$ cat src/rtl/lzss_window_decompressor_macros.svh
// assertion helpers for the decompressor control module
`ifndef LZSS_WINDOW_DECOMPRESSOR_MACROS_SVH
`define LZSS_WINDOW_DECOMPRESSOR_MACROS_SVH

// property checked on every clock edge outside reset
`define LZWD_ASSERT(label, clk, rst_n, prop, msg) \
	label: assert property (@(posedge clk) disable iff (!rst_n) prop) else $error(msg);

// condition that must never be seen outside reset
`define LZWD_NEVER(label, clk, rst_n, cond, msg) \
	label: assert property (@(posedge clk) disable iff (!rst_n) !(cond)) else $error(msg);

`endif

$ cat src/rtl/lzwd_pkg.sv
`timescale 1ns / 1ps

package lzwd_pkg;

	localparam int RING_SIZE  = 4096;
	localparam int RING_AW    = $clog2(RING_SIZE);
	localparam int MAX_MATCH  = 18;
	localparam int MIN_MATCH  = 3;
	localparam int RING_START = RING_SIZE - MAX_MATCH;
	localparam int FLAG_BITS  = 8;
	localparam int SKIP_W     = 10;
	localparam int CFG_IDX_W  = 1;
	localparam int CFG_DATA_W = 32;
	localparam int RUN_W      = $clog2(MAX_MATCH + 1);

	localparam logic [CFG_IDX_W-1:0] REG_OUT_CAPACITY = CFG_IDX_W'(0);
	localparam logic [CFG_IDX_W-1:0] REG_LEADING_SKIP = CFG_IDX_W'(1);

	typedef enum logic [2:0] {
		PH_START,
		PH_SKIP,
		PH_HEADER,
		PH_FLAG,
		PH_TOKEN,
		PH_MATCHHI,
		PH_DONE,
		PH_REFUSED
	} phase_t;

	typedef enum logic {
		KIND_DATA,
		KIND_REPORT
	} kind_t;

	typedef enum logic [1:0] {
		ST_COMPLETE,
		ST_TRUNCATED,
		ST_REFUSED
	} status_t;

	typedef struct packed {
		logic [7:0] in_byte;
		logic       in_last;
	} in_item_t;

	typedef struct packed {
		kind_t       result_kind;
		logic [7:0]  data_byte;
		logic [31:0] bytes_written;
		status_t     status;
		logic        run_last;
	} out_item_t;

	typedef struct packed {
		logic               wr_en;
		logic [7:0]         wr_data;
		logic               rd_en;
		logic [RING_AW-1:0] rd_addr;
		logic               clear;
		logic               rewind;
	} win_cmd_t;

endpackage

$ cat src/rtl/lzwd_ctrl.sv
`timescale 1ns / 1ps
`include "lzss_window_decompressor_macros.svh"

module lzwd_ctrl (
	input  logic                                clk,
	input  logic                                arst_n,
	input  logic                                in_valid,
	output logic                                in_ready,
	input  lzwd_pkg::in_item_t                  in_data,
	output logic                                out_valid,
	input  logic                                out_ready,
	output lzwd_pkg::out_item_t                 out_data,
	input  logic                                cfg_valid,
	output logic                                cfg_ready,
	input  logic [lzwd_pkg::CFG_IDX_W-1:0]      cfg_index,
	input  logic [lzwd_pkg::CFG_DATA_W-1:0]     cfg_data,
	output lzwd_pkg::win_cmd_t                  win_cmd,
	input  logic [7:0]                          win_rd_byte
);

	localparam int AW = lzwd_pkg::RING_AW;
	localparam int SW = lzwd_pkg::SKIP_W;
	localparam int RW = lzwd_pkg::RUN_W;

	lzwd_pkg::phase_t    phase_q, phase_d, ph_e;
	logic [SW-1:0]       skip_q, skip_e;
	logic [1:0]          hidx_q;
	logic [31:0]         target_q;
	logic [7:0]          flag_q;
	logic [3:0]          flags_left_q;
	logic [7:0]          match_low_q;
	logic [31:0]         out_count_q;
	logic                run_q;
	logic                rpt_q;
	logic [RW-1:0]       rem_q;
	logic [AW-1:0]       raddr_q;
	logic [31:0]         cap_q;
	logic [SW-1:0]       lskip_q;
	logic                out_valid_q;
	lzwd_pkg::out_item_t out_q, out_d;

	logic          in_fire, cfg_fire, free;
	logic [7:0]    b;
	logic          last;
	logic [31:0]   diff;
	logic [31:0]   hdr_size;
	logic          size_bad;
	logic          lit;
	logic [RW-1:0] len;
	logic [RW-1:0] run_cnt;
	logic          hdr_done;
	logic          lit_emit, match_start, run_emit, rpt_fire, data_emit, out_load;
	logic [7:0]    emit_byte;
	logic [AW-1:0] off;

	assign b        = in_data.in_byte;
	assign last     = in_data.in_last;
	assign in_fire  = in_valid && in_ready;
	assign cfg_ready = 1'b1;
	assign cfg_fire = cfg_valid && cfg_ready;
	assign free     = !out_valid_q || out_ready;

	// phase the current beat sees once skip loading and an empty skip are applied
	always_comb begin
		ph_e   = phase_q;
		skip_e = skip_q;
		if (phase_q == lzwd_pkg::PH_START) begin
			ph_e   = lzwd_pkg::PH_SKIP;
			skip_e = lskip_q;
		end
		if (ph_e == lzwd_pkg::PH_SKIP && skip_e == '0) begin
			ph_e = lzwd_pkg::PH_HEADER;
		end
	end

	assign diff     = target_q - out_count_q;
	assign hdr_size = target_q | ({24'd0, b} << {hidx_q, 3'b000});
	assign size_bad = (hdr_size == 32'd0) || (hdr_size > cap_q);
	assign hdr_done = hidx_q == 2'd3;
	assign lit      = flag_q[0];
	assign len      = RW'(b[3:0]) + RW'(lzwd_pkg::MIN_MATCH);
	assign run_cnt  = (diff < 32'(len)) ? diff[RW-1:0] : len;
	assign off      = AW'({b[7:4], match_low_q});

	// next state
	always_comb begin
		phase_d = phase_q;
		if (rpt_fire) begin
			phase_d = lzwd_pkg::PH_START;
		end else if (in_fire) begin
			unique case (ph_e)
				lzwd_pkg::PH_SKIP: begin
					phase_d = (skip_e == SW'(1)) ? lzwd_pkg::PH_HEADER : lzwd_pkg::PH_SKIP;
				end
				lzwd_pkg::PH_HEADER: begin
					if (hdr_done) begin
						phase_d = size_bad ? lzwd_pkg::PH_REFUSED : lzwd_pkg::PH_FLAG;
					end else begin
						phase_d = lzwd_pkg::PH_HEADER;
					end
				end
				lzwd_pkg::PH_FLAG: begin
					phase_d = lzwd_pkg::PH_TOKEN;
				end
				lzwd_pkg::PH_TOKEN: begin
					if (!lit) begin
						phase_d = lzwd_pkg::PH_MATCHHI;
					end else if (diff == 32'd1) begin
						phase_d = lzwd_pkg::PH_DONE;
					end else begin
						phase_d = (flags_left_q == 4'd1) ? lzwd_pkg::PH_FLAG
							: lzwd_pkg::PH_TOKEN;
					end
				end
				lzwd_pkg::PH_MATCHHI: begin
					if (diff <= 32'(len)) begin
						phase_d = lzwd_pkg::PH_DONE;
					end else begin
						phase_d = (flags_left_q == 4'd0) ? lzwd_pkg::PH_FLAG
							: lzwd_pkg::PH_TOKEN;
					end
				end
				default: begin
					phase_d = ph_e;
				end
			endcase
		end
	end

	// outputs
	always_comb begin
		in_ready    = !run_q && !rpt_q && free;
		lit_emit    = in_fire && ph_e == lzwd_pkg::PH_TOKEN && lit;
		match_start = in_fire && ph_e == lzwd_pkg::PH_MATCHHI;
		run_emit    = run_q && free;
		rpt_fire    = rpt_q && !run_q && free;
		data_emit   = lit_emit || run_emit;
		out_load    = data_emit || rpt_fire;
		emit_byte   = lit_emit ? b : win_rd_byte;

		win_cmd.wr_en   = data_emit;
		win_cmd.wr_data = emit_byte;
		win_cmd.rd_en   = match_start || (run_emit && rem_q != RW'(1));
		win_cmd.rd_addr = match_start ? off : raddr_q + AW'(1);
		win_cmd.clear   = in_fire && ph_e == lzwd_pkg::PH_HEADER && hdr_done && !size_bad;
		win_cmd.rewind  = rpt_fire;

		out_d.result_kind   = lzwd_pkg::KIND_DATA;
		out_d.data_byte     = emit_byte;
		out_d.bytes_written = out_count_q + 32'd1;
		out_d.status        = lzwd_pkg::ST_COMPLETE;
		out_d.run_last      = lit_emit ? !last : (rem_q == RW'(1) && !rpt_q);
		if (rpt_fire) begin
			out_d.result_kind = lzwd_pkg::KIND_REPORT;
			out_d.data_byte   = 8'd0;
			out_d.run_last    = 1'b1;
			case (phase_q) inside
				lzwd_pkg::PH_START, lzwd_pkg::PH_SKIP, lzwd_pkg::PH_HEADER,
				lzwd_pkg::PH_REFUSED: begin
					out_d.bytes_written = 32'd0;
					out_d.status        = lzwd_pkg::ST_REFUSED;
				end
				default: begin
					out_d.bytes_written = out_count_q;
					out_d.status = (out_count_q >= target_q) ? lzwd_pkg::ST_COMPLETE
						: lzwd_pkg::ST_TRUNCATED;
				end
			endcase
		end
	end

	always_ff @(posedge clk or negedge arst_n) begin
		if (!arst_n) begin
			cap_q   <= '1;
			lskip_q <= '0;
		end else if (cfg_fire) begin
			unique case (cfg_index)
				lzwd_pkg::REG_OUT_CAPACITY: cap_q   <= cfg_data;
				lzwd_pkg::REG_LEADING_SKIP: lskip_q <= cfg_data[SW-1:0];
				default: ;
			endcase
		end
	end

	always_ff @(posedge clk or negedge arst_n) begin
		if (!arst_n) begin
			phase_q      <= lzwd_pkg::PH_START;
			skip_q       <= '0;
			hidx_q       <= '0;
			target_q     <= '0;
			flag_q       <= '0;
			flags_left_q <= '0;
			match_low_q  <= '0;
			out_count_q  <= '0;
			run_q        <= 1'b0;
			rpt_q        <= 1'b0;
			rem_q        <= '0;
			raddr_q      <= '0;
			out_valid_q  <= 1'b0;
		end else begin
			phase_q <= phase_d;
			if (out_load) begin
				out_valid_q <= 1'b1;
			end else if (out_ready) begin
				out_valid_q <= 1'b0;
			end

			if (rpt_fire) begin
				// fresh stream
				skip_q       <= '0;
				hidx_q       <= '0;
				target_q     <= '0;
				flag_q       <= '0;
				flags_left_q <= '0;
				match_low_q  <= '0;
				out_count_q  <= '0;
				rpt_q        <= 1'b0;
			end else begin
				if (data_emit) begin
					out_count_q <= out_count_q + 32'd1;
				end
				if (run_emit) begin
					rem_q   <= rem_q - RW'(1);
					raddr_q <= raddr_q + AW'(1);
					if (rem_q == RW'(1)) begin
						run_q <= 1'b0;
					end
				end
				if (in_fire) begin
					if (last) begin
						rpt_q <= 1'b1;
					end
					skip_q <= (ph_e == lzwd_pkg::PH_SKIP) ? skip_e - SW'(1) : skip_e;
					case (ph_e)
						lzwd_pkg::PH_HEADER: begin
							target_q <= hdr_size;
							hidx_q   <= hidx_q + 2'd1;
						end
						lzwd_pkg::PH_FLAG: begin
							flag_q       <= b;
							flags_left_q <= 4'(lzwd_pkg::FLAG_BITS);
						end
						lzwd_pkg::PH_TOKEN: begin
							flag_q       <= flag_q >> 1;
							flags_left_q <= flags_left_q - 4'd1;
							if (!lit) begin
								match_low_q <= b;
							end
						end
						lzwd_pkg::PH_MATCHHI: begin
							run_q   <= 1'b1;
							rem_q   <= run_cnt;
							raddr_q <= off;
						end
						default: ;
					endcase
				end
			end
		end
	end

	always_ff @(posedge clk) begin
		if (out_load) begin
			out_q <= out_d;
		end
	end

	assign out_valid = out_valid_q;
	assign out_data  = out_q;

	`LZWD_ASSERT(a_run_len, clk, arst_n, run_q |-> rem_q != '0, "match run with no bytes left")
	`LZWD_ASSERT(a_run_bound, clk, arst_n, run_q |-> out_count_q < target_q, "run past size")
	`LZWD_ASSERT(a_done_count, clk, arst_n, (phase_q == lzwd_pkg::PH_DONE && !run_q) |-> out_count_q == target_q, "done with wrong count")
	`LZWD_NEVER(a_no_overwrite, clk, arst_n, out_valid_q && !out_ready && out_load, "held result overwritten")

endmodule

$ cat config.mk
export PLATFORM = sky130hd
export DESIGN_NAME = lzwd_ctrl
export DESIGN_NICKNAME = d
export VERILOG_FILES = /design/src/rtl/lzwd_pkg.sv /design/src/rtl/lzwd_ctrl.sv
export VERILOG_INCLUDE_DIRS = /design/src /design/src/rtl
export SDC_FILE = /design/constraint.sdc
export NUM_CORES = 1
export LEC_CHECK = 0
export ABC_CLOCK_PERIOD_IN_PS = 5200
export BUFFER_PORTS_ARGS = -buffer_cell sky130_fd_sc_hd__buf_2
export CORE_MARGIN = 10
export CORE_UTILIZATION = 61
export DETAILED_ROUTE_END_ITERATION = 10
export GPL_ROUTABILITY_DRIVEN = 0
export PLACE_DENSITY = 0.83
export SLEW_MARGIN = 20
export SYNTH_ARGS = -nofsm -noshare
export SYNTH_HDL_FRONTEND = slang
export SYNTH_SLANG_ARGS = --single-unit
$ cat constraint.sdc
create_clock -name clk -period 5.2 [get_ports clk]
set_input_delay 1.3 -clock clk [delete_from_list [all_inputs] [get_ports clk]]
set_output_delay 1.3 -clock clk [all_outputs]
set_load 0.01 [all_outputs]
==> results.md <==
* Die area at approximately 29000 um^2
* CP arrival at roughly 3.8 ns
* Vias in the first global route at roughly 12000
* Cells after synthesis at 1616
* Initial antenna violation count at 1
* Clk slew on worst S/H paths at 0.06 ns
* Max-capacitance violation count at 0
* Max_slew headroom at between 20 and 30%
* Top_reg_cell synth: dfrtp_1
* Largest net degree at the start of global routing at 83
* Largest family of logic cells by synthesized area: compound AO/OA/AOI/OAI gates
* CP Capture Type: output pin
* Total CTS buffers at 23
* Vias per inst at 6.34
* Net Count, Synth at roughly 1800
* Per-cell routed wire length at between 15 and 20 um
* Post-placement cell area at 14500 um^2
* Design area at approximately 15000 um^2
* EDFF count, synth at 44
* Tcrit/Tclk final at between 90% and 100%
* Post-synth ARST share at 78.5%
* Kind of critical path: register to output pin
* Core Util, Final at 69.5%
* Slew Limit Fails at 0
* Die Width at ~170 um
* Leak at ~7 nW
* Input/output buffers at approximately 120
* CP max FO at 13
* Hold slack at roughly 0.48 ns
* CTS Hold Buffers Added at 0
* Clock root cell: clkbuf_16
* Period minus WS final at between 5 and 6 ns
* Final WL at a little under 40000 um
* Xor/xnor cell area share of the yosys netlist at 3.84%
* Worst Hold Class: register to register
* FILL cells at about 1700
* H-tree levels at 1
* Main area contributors after synthesis: dfrtp_1 24%, edfxtp_1 9.7%, ha_1 7.2%
* Post-layout nets at around 1800
* WP data required at between 3 and 4 ns
* Fmax at between 150 and 200 MHz
* Peak VDD IR at approximately 0.00030 V
* Post-CTS Setup Bufs at 0
* Core area at 22000 um^2
* Row count at 54
* Synth top area share at 23.6%
* Worst-Margin Slew at roughly 1.1 ns
* First-pass GRT wire length at 62000 um
* Die height at ~170 um
* Seq/Total Area, Yosys at 39.4%
* Num ports at roughly 130
* Layout cells sized above 1 at between 15 and 20%
* Final ANT Viol Nets at 0
* Via count at about 13000
* Starting Density at 62.3%
* DRT Pass-1 Iters at 6
* Mux cell area share after synthesis at just over 2%
* Post-Synth Simple-Gate Area at 20.5%
* TNS Setup at 0 ns
* Cell area after technology mapping at between 10000 and 15000 um^2
* Final setup vio count at 0
* Total gr overflow at 0
* Clock sinks at around 210
* DRC viols at 0
* GR Util All Layers at roughly a quarter
* Synth-to-Final Area Change at 11.4%
* P per Cell Area at about 530 nW/um^2
* Detail Placement HPWL at between 20000 and 30000 um
* Synth cell types at 87
* Post-synthesis compound-gate area fraction at between 20% and 30%
* CP startpoint kind: register
* Worst skew pair latency at roughly 0.52 ns
* Clock skew at 0.0150 ns
* Clock tree buffer depth at 3
* Area leader, netlist: dfrtp_1
* Yosys reg bits at between 200 and 250
* Yosys warns at 0
* RSZ-0062 raised after global routing: no
* Post-Synth Adder-Cell Area at between 7 and 8%
* Final hold viol count at 0
* CTS tree: built
* DRT iter0 DRCs at ~1400
* Run status: complete, no violations
* Syn Area/Cell at between 8 and 9 um^2
## cell usage after synthesis, drive strengths merged, types with 5 or more instances
cell type,number
nand2,241
o21ai,174
dfrtp,129
a21oi,122
nor2,111
inv,99
ha,79
clkbuf,71
nand3,47
nor3,45
edfxtp,44
xnor2,40
a21o,37
dfstp,32
nand4,25
a21boi,23
or3,22
and2,20
mux2,20
xor2,20
and3,19
buf,17
nor2b,15
nor4,13
a211oi,11
a311oi,11
and4,10
o21a,9
o31ai,9
o211ai,8
nand2b,7
a31oi,6
a22oi,5
mux2i,5
o2111ai,5
o22ai,5
## path summary, 6_finish.rpt
check | startpoint | endpoint | slack, ns | depth (start not counted)
setup reg to reg | out_count_q[0] | rem_q[3] | 0.85 | 13
min in group asynchronous | arst_n | raddr_q[6] | 0.84 | 1
hold reg to reg | match_low_q[0] | match_low_q[0] | 0.48 | 2
hold / removal | match_low_q[0] | match_low_q[0] | 0.48 | 2
max in group asynchronous | arst_n | cap_q[10] | 3.33 | 2
setup / recovery | hidx_q[0] | win_cmd[1] | 0.10 | 12
## report_power, final
part           internal, mW  leakage [nW]  total, mW  switching, mW
logic                  1.57          4.14       4.08           2.51
clock network         0.941         0.366       1.59          0.653
registers              2.13          2.49       2.44          0.310
## routing by layer
| layer | wire (um) | global-route usage, % | vias up |
|---|---|---|---|
| li1 | - | - | 5918 |
| met1 | 16400 | 36.8 | 5926 |
| met2 | 17000 | 40.2 | 732 |
| met3 | 4060 | 4.56 | 111 |
| met4 | 1230 | 7.63 | 0 |
| met5 | 0 | 0 | - |
## cell type report
| class | instances | area [um^2] | area share, % |
|---|---|---|---|
| Timing Repair Buffer | 149 | 827 | 5.42 |
| Multi-Input combinational cell | 1223 | 7570 | 49.6 |
| Tap cell | 280 | 350 | 2.30 |
| Clock inverter | 13 | 118 | 0.771 |
| Inverter | 100 | 375 | 2.46 |
| Clock buffer | 29 | 618 | 4.05 |
| Antenna cell | 2 | 5.00 | 0.0328 |
| Sequential cell | 205 | 5390 | 35.3 |
## through the flow
stage | setup slack (ns) | std cells | power [mW]
2_1_floorplan | 0.525 | 1616 | 5.33
5_1_grt | 0.00173 | 2000 | 8.65
3_5_place_dp | 0.0817 | 1956 | 6.44
4_1_cts | 0.0643 | 1998 | 8.04
6_report | 0.102 | 2001 | 8.12
3_3_place_gp | 0.140 | 1956 | 6.31
## state kept, by name, summed over array words and instances, names as in the netlist
name	flops
flags_left_q	4
phase_q	3
out_count_q	32
out_valid	1
rem_q	5
run_q	1
match_low_q	8
flag_q	8
hidx_q	2
out_data	44
raddr_q	12
cap_q	32
lskip_q	10
rpt_q	1
target_q	32
skip_q	10
## timing repair
item | CTS | global route
pin swaps | 0 | 0
setup endpoints to repair | 1 | 1
gates resized for setup | 1 | 1
## layout by cell type, fill, tap and decap left out, drive strengths merged, types with 45 or more instances in the layout
cell type  count
nor2         111
a21oi        122
dfrtp        129
nor3          45
buf          149
nand2        241
nand3         47
ha            79
inv          102
o21ai        174
## critical path: stages, from the launching register on
cell and delay [ns]:
dfrtp_1 0.60, nor2b_1 0.66, a21o_1 0.24, ha_1 0.24
a21o_1 0.17, a21o_1 0.17, a21oi_1 0.13, o21ai_0 0.11
nand2_1 0.08, o2111ai_1 0.12, o31ai_2 0.33, and4_1 0.28
buf_2 0.14
## logic make-up after synthesis
family                   after synthesis
flip-flops                           205
other                                  1
AND/OR/NAND/NOR                      591
buffers and inverters                188
multiplexers                          25
AO/OA/AOI/OAI                        466
XOR/XNOR                              60
adder cells (fa/ha/maj)               80
Power figures use the tool's default switching activity.
